### src/hw/rtl/cdq_pkg.sv
// Shared types and constants for the circular deque.
// Used by cdq_cell, circular_deque, cdq_checker, cdq_scoreboard and the testbench. No dependencies.
package cdq_pkg;

    localparam int DEPTH  = 16;
    localparam int DATA_W = 32;
    localparam int CNT_W  = $clog2(DEPTH + 1);
    localparam int OCC_W  = 5;

    // operation codes
    localparam logic [1:0] OP_PUSH_BACK  = 2'd0;
    localparam logic [1:0] OP_PUSH_FRONT = 2'd1;
    localparam logic [1:0] OP_POP_FRONT  = 2'd2;
    localparam logic [1:0] OP_POP_BACK   = 2'd3;

    // status codes
    localparam logic [1:0] ST_OK        = 2'd0;
    localparam logic [1:0] ST_OVERFLOW  = 2'd1;
    localparam logic [1:0] ST_UNDERFLOW = 2'd2;

    // commands broadcast to every cell
    typedef logic [2:0] cell_cmd_t;
    localparam cell_cmd_t CMD_HOLD   = 3'd0;
    localparam cell_cmd_t CMD_SHR    = 3'd1; // push front: everything moves toward the back
    localparam cell_cmd_t CMD_SHL    = 3'd2; // pop front: everything moves toward the front
    localparam cell_cmd_t CMD_APPEND = 3'd3; // push back: first free cell takes the word
    localparam cell_cmd_t CMD_DROP   = 3'd4; // pop back: last occupied cell empties

    typedef struct packed {
        cell_cmd_t           cmd;
        logic [DATA_W-1:0]   data;
    } cell_ctrl_t;

endpackage

### src/hw/rtl/circular_deque.sv
// Top level of the fixed-capacity deque: cell row, occupancy count and result register.
// Depends on cdq_pkg and cdq_cell.
//
// A deque of DEPTH 32-bit words kept as a row of cells, front at cell 0. Every
// transaction on the s_ channel yields exactly one registered result on the
// m_ channel: status, the word removed by a successful pop (zero otherwise) and
// the occupancy afterwards. Push at the front shifts the whole row back by one
// cell, pop at the front shifts it forward, while push and pop at the back touch
// only the cell at the boundary of the occupied region. The block takes one
// operation per clock; a new operation enters in the same cycle that the previous
// result leaves, so s_ready drops only while a held result is stalled by m_ready.
// A push into a full deque returns overflow and a pop from an empty one returns
// underflow, both leaving the contents untouched.
module circular_deque
    import cdq_pkg::*;
(
    input  logic                     aclk,
    input  logic                     aresetn,
    input  logic                     s_valid,
    output logic                     s_ready,
    input  logic [1:0]               s_operation,
    input  logic signed [DATA_W-1:0] s_data,
    output logic                     m_valid,
    input  logic                     m_ready,
    output logic [1:0]               m_status,
    output logic signed [DATA_W-1:0] m_popped_value,
    output logic [OCC_W-1:0]         m_occupancy
);

    cell_ctrl_t        ctrl;
    logic              cell_valid [DEPTH];
    logic [DATA_W-1:0] cell_data  [DEPTH];
    logic [DATA_W-1:0] cell_tail  [DEPTH];
    logic [DATA_W-1:0] tail_word;

    logic [CNT_W-1:0]  count_reg, count_next;
    logic              m_valid_reg, m_valid_next;
    logic [1:0]        status_reg, status_next;
    logic [DATA_W-1:0] value_reg, value_next;
    logic [OCC_W-1:0]  occ_reg, occ_next;

    logic accept;
    logic full;
    logic empty;

    assign s_ready = ~m_valid_reg | m_ready;
    assign accept  = s_valid & s_ready;
    assign full    = (count_reg == CNT_W'(DEPTH));
    assign empty   = (count_reg == '0);

    genvar gi;
    generate
        for (gi = 0; gi < DEPTH; gi++) begin : g_cell
            logic              lv, rv;
            logic [DATA_W-1:0] ld, rd;
            if (gi == 0) begin : g_head
                assign lv = 1'b1;
                assign ld = ctrl.data;
            end else begin : g_mid
                assign lv = cell_valid[gi-1];
                assign ld = cell_data[gi-1];
            end
            if (gi == DEPTH - 1) begin : g_end
                assign rv = 1'b0;
                assign rd = '0;
            end else begin : g_nxt
                assign rv = cell_valid[gi+1];
                assign rd = cell_data[gi+1];
            end
            cdq_cell u_cell (
                .aclk        (aclk),
                .aresetn     (aresetn),
                .ctrl        (ctrl),
                .left_valid  (lv),
                .left_data   (ld),
                .right_valid (rv),
                .right_data  (rd),
                .valid_o     (cell_valid[gi]),
                .data_o      (cell_data[gi]),
                .tail_data   (cell_tail[gi])
            );
        end
    endgenerate

    always_comb begin
        tail_word = '0;
        for (int i = 0; i < DEPTH; i++) begin
            tail_word = tail_word | cell_tail[i];
        end
    end

    always_comb begin
        ctrl.cmd    = CMD_HOLD;
        ctrl.data   = s_data;
        status_next = ST_OK;
        value_next  = '0;
        count_next  = count_reg;
        if (s_operation inside {OP_PUSH_BACK, OP_PUSH_FRONT}) begin
            if (full) begin
                status_next = ST_OVERFLOW;
            end else begin
                ctrl.cmd   = (s_operation == OP_PUSH_BACK) ? CMD_APPEND : CMD_SHR;
                count_next = count_reg + CNT_W'(1);
            end
        end else begin
            if (empty) begin
                status_next = ST_UNDERFLOW;
            end else if (s_operation == OP_POP_FRONT) begin
                ctrl.cmd   = CMD_SHL;
                value_next = cell_data[0];
                count_next = count_reg - CNT_W'(1);
            end else begin
                ctrl.cmd   = CMD_DROP;
                value_next = tail_word;
                count_next = count_reg - CNT_W'(1);
            end
        end
        if (!accept) begin
            ctrl.cmd   = CMD_HOLD;
            count_next = count_reg;
        end
        occ_next = OCC_W'(count_next);
    end

    always_comb begin
        m_valid_next = m_valid_reg;
        if (accept) begin
            m_valid_next = 1'b1;
        end else if (m_ready) begin
            m_valid_next = 1'b0;
        end
    end

    always_ff @(posedge aclk) begin
        if (!aresetn) begin
            count_reg   <= '0;
            m_valid_reg <= 1'b0;
        end else begin
            count_reg   <= count_next;
            m_valid_reg <= m_valid_next;
        end
    end

    always_ff @(posedge aclk) begin
        if (accept) begin
            status_reg <= status_next;
            value_reg  <= value_next;
            occ_reg    <= occ_next;
        end
    end

    assign m_valid        = m_valid_reg;
    assign m_status       = status_reg;
    assign m_popped_value = value_reg;
    assign m_occupancy    = occ_reg;

endmodule

### src/hw/rtl/cdq_cell.sv
// One slot of the deque cell row: an occupied flag and a data word.
// Depends on cdq_pkg.
module cdq_cell
    import cdq_pkg::*;
(
    input  logic              aclk,
    input  logic              aresetn,
    input  cell_ctrl_t        ctrl,
    input  logic              left_valid,
    input  logic [DATA_W-1:0] left_data,
    input  logic              right_valid,
    input  logic [DATA_W-1:0] right_data,
    output logic              valid_o,
    output logic [DATA_W-1:0] data_o,
    output logic [DATA_W-1:0] tail_data
);

    logic              valid_reg, valid_next;
    logic [DATA_W-1:0] data_reg, data_next;
    logic              is_last;
    logic              is_first_free;

    assign is_last       = valid_reg & ~right_valid;
    assign is_first_free = ~valid_reg & left_valid;

    always_comb begin
        valid_next = valid_reg;
        data_next  = data_reg;
        case (ctrl.cmd)
            CMD_SHR: begin
                valid_next = left_valid;
                data_next  = left_data;
            end
            CMD_SHL: begin
                valid_next = right_valid;
                data_next  = right_data;
            end
            CMD_APPEND: begin
                if (is_first_free) begin
                    valid_next = 1'b1;
                    data_next  = ctrl.data;
                end
            end
            CMD_DROP: begin
                if (is_last) begin
                    valid_next = 1'b0;
                end
            end
            default: begin
            end
        endcase
    end

    always_ff @(posedge aclk) begin
        if (!aresetn) begin
            valid_reg <= 1'b0;
        end else begin
            valid_reg <= valid_next;
        end
    end

    always_ff @(posedge aclk) begin
        data_reg <= data_next;
    end

    assign valid_o   = valid_reg;
    assign data_o    = data_reg;
    // only the back cell drives its word onto the OR tree
    assign tail_data = is_last ? data_reg : '0;

endmodule

### config.mk
export PLATFORM = sky130hd
export DESIGN_NAME = circular_deque
export DESIGN_NICKNAME = d
export VERILOG_FILES = /design/src/hw/rtl/cdq_pkg.sv /design/src/hw/rtl/circular_deque.sv /design/src/hw/rtl/cdq_cell.sv
export SDC_FILE = /design/constraint.sdc
export NUM_CORES = 1
export LEC_CHECK = 0
export ABC_AREA = 1
export BUFFER_PORTS_ARGS = -buffer_cell sky130_fd_sc_hd__buf_2
export CAP_MARGIN = 20
export CORE_MARGIN = 4
export CORE_UTILIZATION = 40
export DETAILED_ROUTE_END_ITERATION = 12
export SLEW_MARGIN = 20
export SYNTH_ARGS = -nofsm -noshare
export SYNTH_HDL_FRONTEND = slang
export SYNTH_SLANG_ARGS = --single-unit
### constraint.sdc
create_clock -name aclk -period 3.92 [get_ports aclk]
set_clock_uncertainty 0.2 [all_clocks]
set_input_delay 0.784 -clock aclk [delete_from_list [all_inputs] [get_ports aclk]]
set_output_delay 0.784 -clock aclk [all_outputs]
set_load 0.05 [all_outputs]
## Word level (Yosys, flattened, before mapping)

Cells that the tools add are included.
W data, S select, Z words.

- Muxes and demuxes: 110
- Equal/unequal tests: 38
- Bitwise logic cells: 48
- Reduce and logical (&&, ||, !) cells: 43
- $add $sub $neg: 2

Operators by type and width:

| kind | count |
|---|---|
| $pmux W32 S3 | 16 |
| $mux W32 | 33 |
| $or A32 B32 Y32 | 15 |
| $ne A2 B1 Y1 const B | 30 |
| $pmux W1 S4 | 14 |
| $reduce_and A3 Y1 | 14 |
| $reduce_and A2 Y1 | 18 |
| $mux W1 | 33 |
| $mux W5 | 4 |
| $and A1 B1 Y1 | 16 |
| $not A1 Y1 | 16 |
| $mux W3 | 4 |
| $reduce_bool A3 Y1 | 3 |
| $mux W2 | 4 |
| $eq A3 B2 Y1 const B | 2 |
| $pmux W1 S3 | 2 |
| $reduce_or A2 Y1 | 3 |
| $add A5 B1 Y5 const B | 1 |
| $eq A5 B5 Y1 const B | 1 |
| $logic_not A5 Y1 | 1 |
| $sub A5 B1 Y5 const B | 1 |
| $reduce_bool A2 Y1 | 2 |
| $reduce_bool A4 Y1 | 1 |
| $eq A3 B1 Y1 const B | 1 |
| other kinds (6) | 6 |

- Flip-flop bits (word level): 573
- Input port bits: 38

## Depth between registers and ports, before layout

- Depth in word-level cells: 19
- Gate-level depth with buffers: 12

## Modules after synthesis

Synthesis repeated with hierarchy kept, for this count alone.

- Cell total of the unflattened synthesis: 4819
- Area total of the unflattened synthesis: 36715.2 um^2

Modules (own cells, without submodules):

| module | area an instance (um^2) | times used | seq. area each (um^2) | cells each |
|---|---|---|---|---|
| cdq_cell | 2054.5 | 16 | 980.9 | 263 |
| circular_deque | 3843.7 | 1 | 1291.2 | 611 |

## Worst setup path before layout

OpenSTA, ideal clock, no wires.

- Kind: input to register
- Start: input m_ready
- End: register g_cell[10].u_cell.data_reg[0], enable pin
- Stages: 9
- Arrival: 3202 ps
- Setup slack: 131 ps
- Path buffers: 1
- Library setup time: 387 ps
- Path through: inv_1 > a21oi_4 > nand2_2 > nor2_4 > inv_2 > nand2_1 > buf_2 > nand2_1 > inv_1

- Word-level cells in the longest chain between the ends: 6
- Elaborated cells between the ends (all ways): 9

RTL lines:

| item | line | source |
|---|---|---|
| from (decl) | circular_deque.sv:24 | `input logic m_ready,` |
| $or A1 B1 Y1 * | circular_deque.sv:46 | `assign s_ready = ~m_valid_reg \| m_ready;` |
| $and A1 B1 Y1 * | circular_deque.sv:47 | `assign accept = s_valid & s_ready;` |
| via accept | circular_deque.sv:42 | `logic accept;` |
| $mux W3 * | circular_deque.sv:118 | `if (!accept) begin` |
| $eq A3 B2 Y1 / $eq A3 B1 Y1 (equally long branches) | cdq_cell.sv:29 | `case (ctrl.cmd)` |
| $ne A2 B1 Y1 (no source line) / $reduce_bool A3 Y1 (equally long branches) | -- |  |
| $reduce_and A2 Y1 (no source line) * | -- |  |
| to (signal assigned) | cdq_cell.sv:63 | `data_reg <= data_next;` |
| to (decl) | cdq_cell.sv:19 | `logic [DATA_W-1:0] data_reg, data_next;` |

Mark *: on every way through the listed nets, which the timed path passes. The rest lies on a longest branch.
A chain may end at the register's enable or synchronous reset.

## Worst setup path in the final report

- Start: register count_reg[0]
- End: register g_cell[8].u_cell.data_reg[11], enable pin

- Word-level cells in the longest chain between the ends: 7
- Elaborated cells between the ends (all ways): 12

RTL lines:

| item | line | source |
|---|---|---|
| from (decl) | circular_deque.sv:36 | `logic [CNT_W-1:0] count_reg, count_next;` |
| from (signal assigned) | circular_deque.sv:139 | `count_reg <= count_next;` |
| $eq A5 B5 Y1 / $logic_not A5 Y1 (equally long branches) | circular_deque.sv:48, circular_deque.sv:49 |  |
| $mux W2 / $mux W3 (equally long branches) | circular_deque.sv:99, circular_deque.sv:106 |  |
| $mux W3 * | circular_deque.sv:98 | `if (s_operation inside {OP_PUSH_BACK, OP_PUSH_FRONT}) begin` |
| $mux W3 * | circular_deque.sv:118 |  |
| $eq A3 B2 Y1 / $eq A3 B1 Y1 (equally long branches) | cdq_cell.sv:29 |  |
| $ne A2 B1 Y1 (no source line) / $reduce_bool A3 Y1 (equally long branches) | -- |  |
| $reduce_and A2 Y1 (no source line) * | -- |  |
| to (signal assigned) | cdq_cell.sv:63 |  |
| to (decl) | cdq_cell.sv:19 |  |

Every way passes the cells marked *; elsewhere a longest branch is shown, timed or not.

==> key figures <==
Clock network
  – Worst skew pair latency: 610 ps
  – Clock Sinks: 573
  – Root buffer cell: clkbuf_16
  – Clock transition at path regs: 60 ps
  – Post CTS Setup Buffer Count: 0
  – CTS max path bufs: 3
  – TritonCTS clock tree: built
  – Inserted Clock Buffers: 68
  – Resized Gates After CTS: 0
  – Hold buffer count at CTS: 0
  – CTS H-tree lvls: 3

Global route
  – First-pass GRT wire length: 150000 um
  – Pin count of the biggest net entering global routing: 197
  – Antenna violations before repair: 3
  – Total gr overflow: 0
  – Vias in the first global route: 23200
  – GR Util All Layers: 25.3%

Worst hold path
  – Hold crit path type: input port to register

Finish
  – Fin nets: 3264
  – Commonest cells after routing, fill and taps aside: edfxtp_1, inv_1, a21oi_1
  – Fillers: 7106
  – Leading cell type in the layout, fill and taps excluded: edfxtp_1
  – Layout cell share with drive strength beyond 1: 10.2%
  – Synth-to-layout area growth: 10.9%
  – Max FFs per register: 512

Setup path
  – FF-to-FF End: g_cell[8].u_cell.data_o[11]
  – Worst reg2reg startpoint: count_reg[0]
  – R2R setup slack: 630 ps
  – Worst path depth: 11
  – Critical Path Max Stage Delay: 410 ps
  – Critical Path Source: count_reg[0]
  – Worst setup endpoint: g_cell[8].u_cell.data_o[11]
  – R2R cell count: 11
  – CP Max Fanout: 22
  – Req. time, crit path: 4010 ps
  – Setup Crit Path Kind: register to register
  – Critical Path End Type: register
  – Critical Path Source Type: register
  – Worst path most repeated cell: nand2_1
  – CP delay by family, top: simple AND/OR/NAND/NOR gates
  – CP max stage cell: dfxtp_1
  – CP bufs+invs: 5
  – Crit path cell chain: inv_1 -> ha_1 -> nand3_4 -> nand2_1 -> nor2_4 -> inv_2 -> nand2_1 -> buf_4 -> nand2_1 -> inv_2 -> buf_12
  – Arrival @ worst endpoint: 3370 ps

Logic synthesis
  – Post-synth cell types: 39
  – Dominant cell type by area after synthesis: edfxtp_1
  – Syn nets: 3249
  – Yosys reg bits: 573
  – Synth Warn #: 0
  – Synth Instances: 3209
  – Syn Area/Cell: 9.29 sq um
  – Ranking of synthesized cells by area: edfxtp_1, a21oi_1, o21ai_1, inv_1, o22ai_1
  – Synth top area share: 55.5%
  – Syn Std Cell Area: 29800 sq um
  – Post-synthesis sequential area ratio: 57.0%

STA
  – Final Hold Vio Count: 0
  – Fmax: 304 MHz
  – Endpoints failing setup: 0
  – Slew Limit Headroom: 29.0%
  – Measured slew at the worst slew-check pin: 1060 ps
  – Tmin final: 3290 ps
  – Fin. max-slew vios: 0
  – Fin crit share: 83.8%
  – Sum Neg Setup Slack: 0 ps
  – RSZ-0062 raised after global routing: no

Routing
  – Drt initial violations: 3788
  – Met2 Wirelength: 46200 um
  – Detailed Routing Iterations Pass 1: 5
  – Wire length per cell: 24.2 um
  – Vias per inst: 5.84
  – Post-DRT Antenna Nets: 0
  – Top Metal Used: met4
  – Drt drc: 0
  – Post-Route M1 WL: 41600 um
  – Met3 WL post-DR: 10300 um
  – Routed wire length: 102000 um
  – Via count: 24700

Floorplanning
  – Row Count: 99
  – Core area: 73500 sq um
  – Die width: 281 um
  – Ports: 79
  – Initial Util: 40.6%
  – Die Y: 281 um
  – Die Area: 79000 sq um

Flow run
  – Max-cap violations: 0

Placement
  – DP HPWL: 59200 um
  – Port bufs: 78
  – RePlAce Congestion: 0.853

Pwr
  – Final Power: 17.8 mW
  – Pwr dens: 538 nW/um^2
  – Leakage power: 12.8 nW
  – VDD IR max: 298 uV

Status
  – Status: finished, final reports clean
-- worst min-delay path by stage --
stage,start,to,cells past startpoint
3_5_place_dp,g_cell[13].u_cell.data_o[27],g_cell[14].u_cell.data_o[27],2
5_1_grt,s_valid,m_valid,3
2_1_floorplan,g_cell[13].u_cell.data_o[27],g_cell[14].u_cell.data_o[27],2
3_3_place_gp,g_cell[1].u_cell.data_o[10],g_cell[0].u_cell.data_o[10],2
6_report,s_valid,m_valid,3
4_1_cts,s_valid,m_valid,3
-- synthesized netlist by cell type --
library cell  count
a211oi_1          1
a21boi_0          1
a21oi_1         474
a21oi_4           1
and2_1            1
buf_1            17
buf_12            1
buf_2            82
buf_4            29
buf_6            35
buf_8             5
clkbuf_1         46
clkinv_1          1
clkinv_4          1
dfxtp_1          22
edfxtp_1        551
ha_1              2
inv_1           512
inv_2             9
inv_4             2
nand2_1         304
nand2_2           2
nand2_4           2
nand2_8           1
nand3_1          57
nand3_2           1
nand3_4           3
nand4_1          16
nor2_1          235
nor2_2            3
nor2_4           29
nor2_8            1
nor3_1            1
o211ai_1         10
o21ai_0         108
o21ai_1         393
o22ai_1         244
xnor2_1           2
xor2_1            4
-- routing by layer --
metal	global-route usage [%]	vias up
li1	-	11200
met1	35.3	11900
met2	39.6	1377
met3	4.55	265
met4	9.20	0
met5	0	-
-- worst reg2reg max path: cells and delay by family (launching register included) --
kind | cells | cell delay, ps
AND/OR/NAND/NOR | 5 | 1080
flip-flops | 1 | 410
adder cells (fa/ha/maj) | 1 | 300
buffers and inverters | 5 | 960
-- cell type report --
cell class                 count  area, sq um  share of cell area (%)
antenna                        2         5.00                  0.0151
clock buffer                  90         1860                    5.62
clock inverter                30          226                   0.685
inverter                     525         1990                    6.02
multi-input combinational   1896         9510                    28.8
sequential                   573        17000                    51.4
tap                          959         1200                    3.63
timing repair buffer         160         1280                    3.88
-- stage by stage --
stage | instance area, sq um | worst slack (ps) | util [%] | hold slack (ps) | cells
finish | 33100 | 634 | 45.0 | 297 | 4235
global route | 33100 | 508 | 45.0 | 311 | 4234
global placement | 31000 | 496 | 42.2 | 336 | 4113
floorplan | 29800 | 131 | - | 324 | 3209
detailed placement | 31000 | 518 | 42.2 | 337 | 4113
CTS | 33100 | 669 | 45.0 | 264 | 4233
-- power by group --
part / leakage, nW / switching, mW / internal [mW]
clock network: 1.02 / 2.60 / 3.53
logic: 6.45 / 2.71 / 1.02
registers: 5.37 / 0.322 / 7.59
-- cell families (layout without fill, tap and decap cells) --
group                      Yosys count  in the layout  synth area share, %
buffers and inverters              740            805                 11.2
other                                0              2                    0
xor gates and xnor gates             6              6                0.176
and+or+nand+nor                    656            656                 9.74
AOI/OAI and AO/OA                 1232           1232                 21.8
DFF                                573            573                 57.0
adders and majority gates            2              2               0.0839
Note: power is estimated with default switching activity, not from simulation.
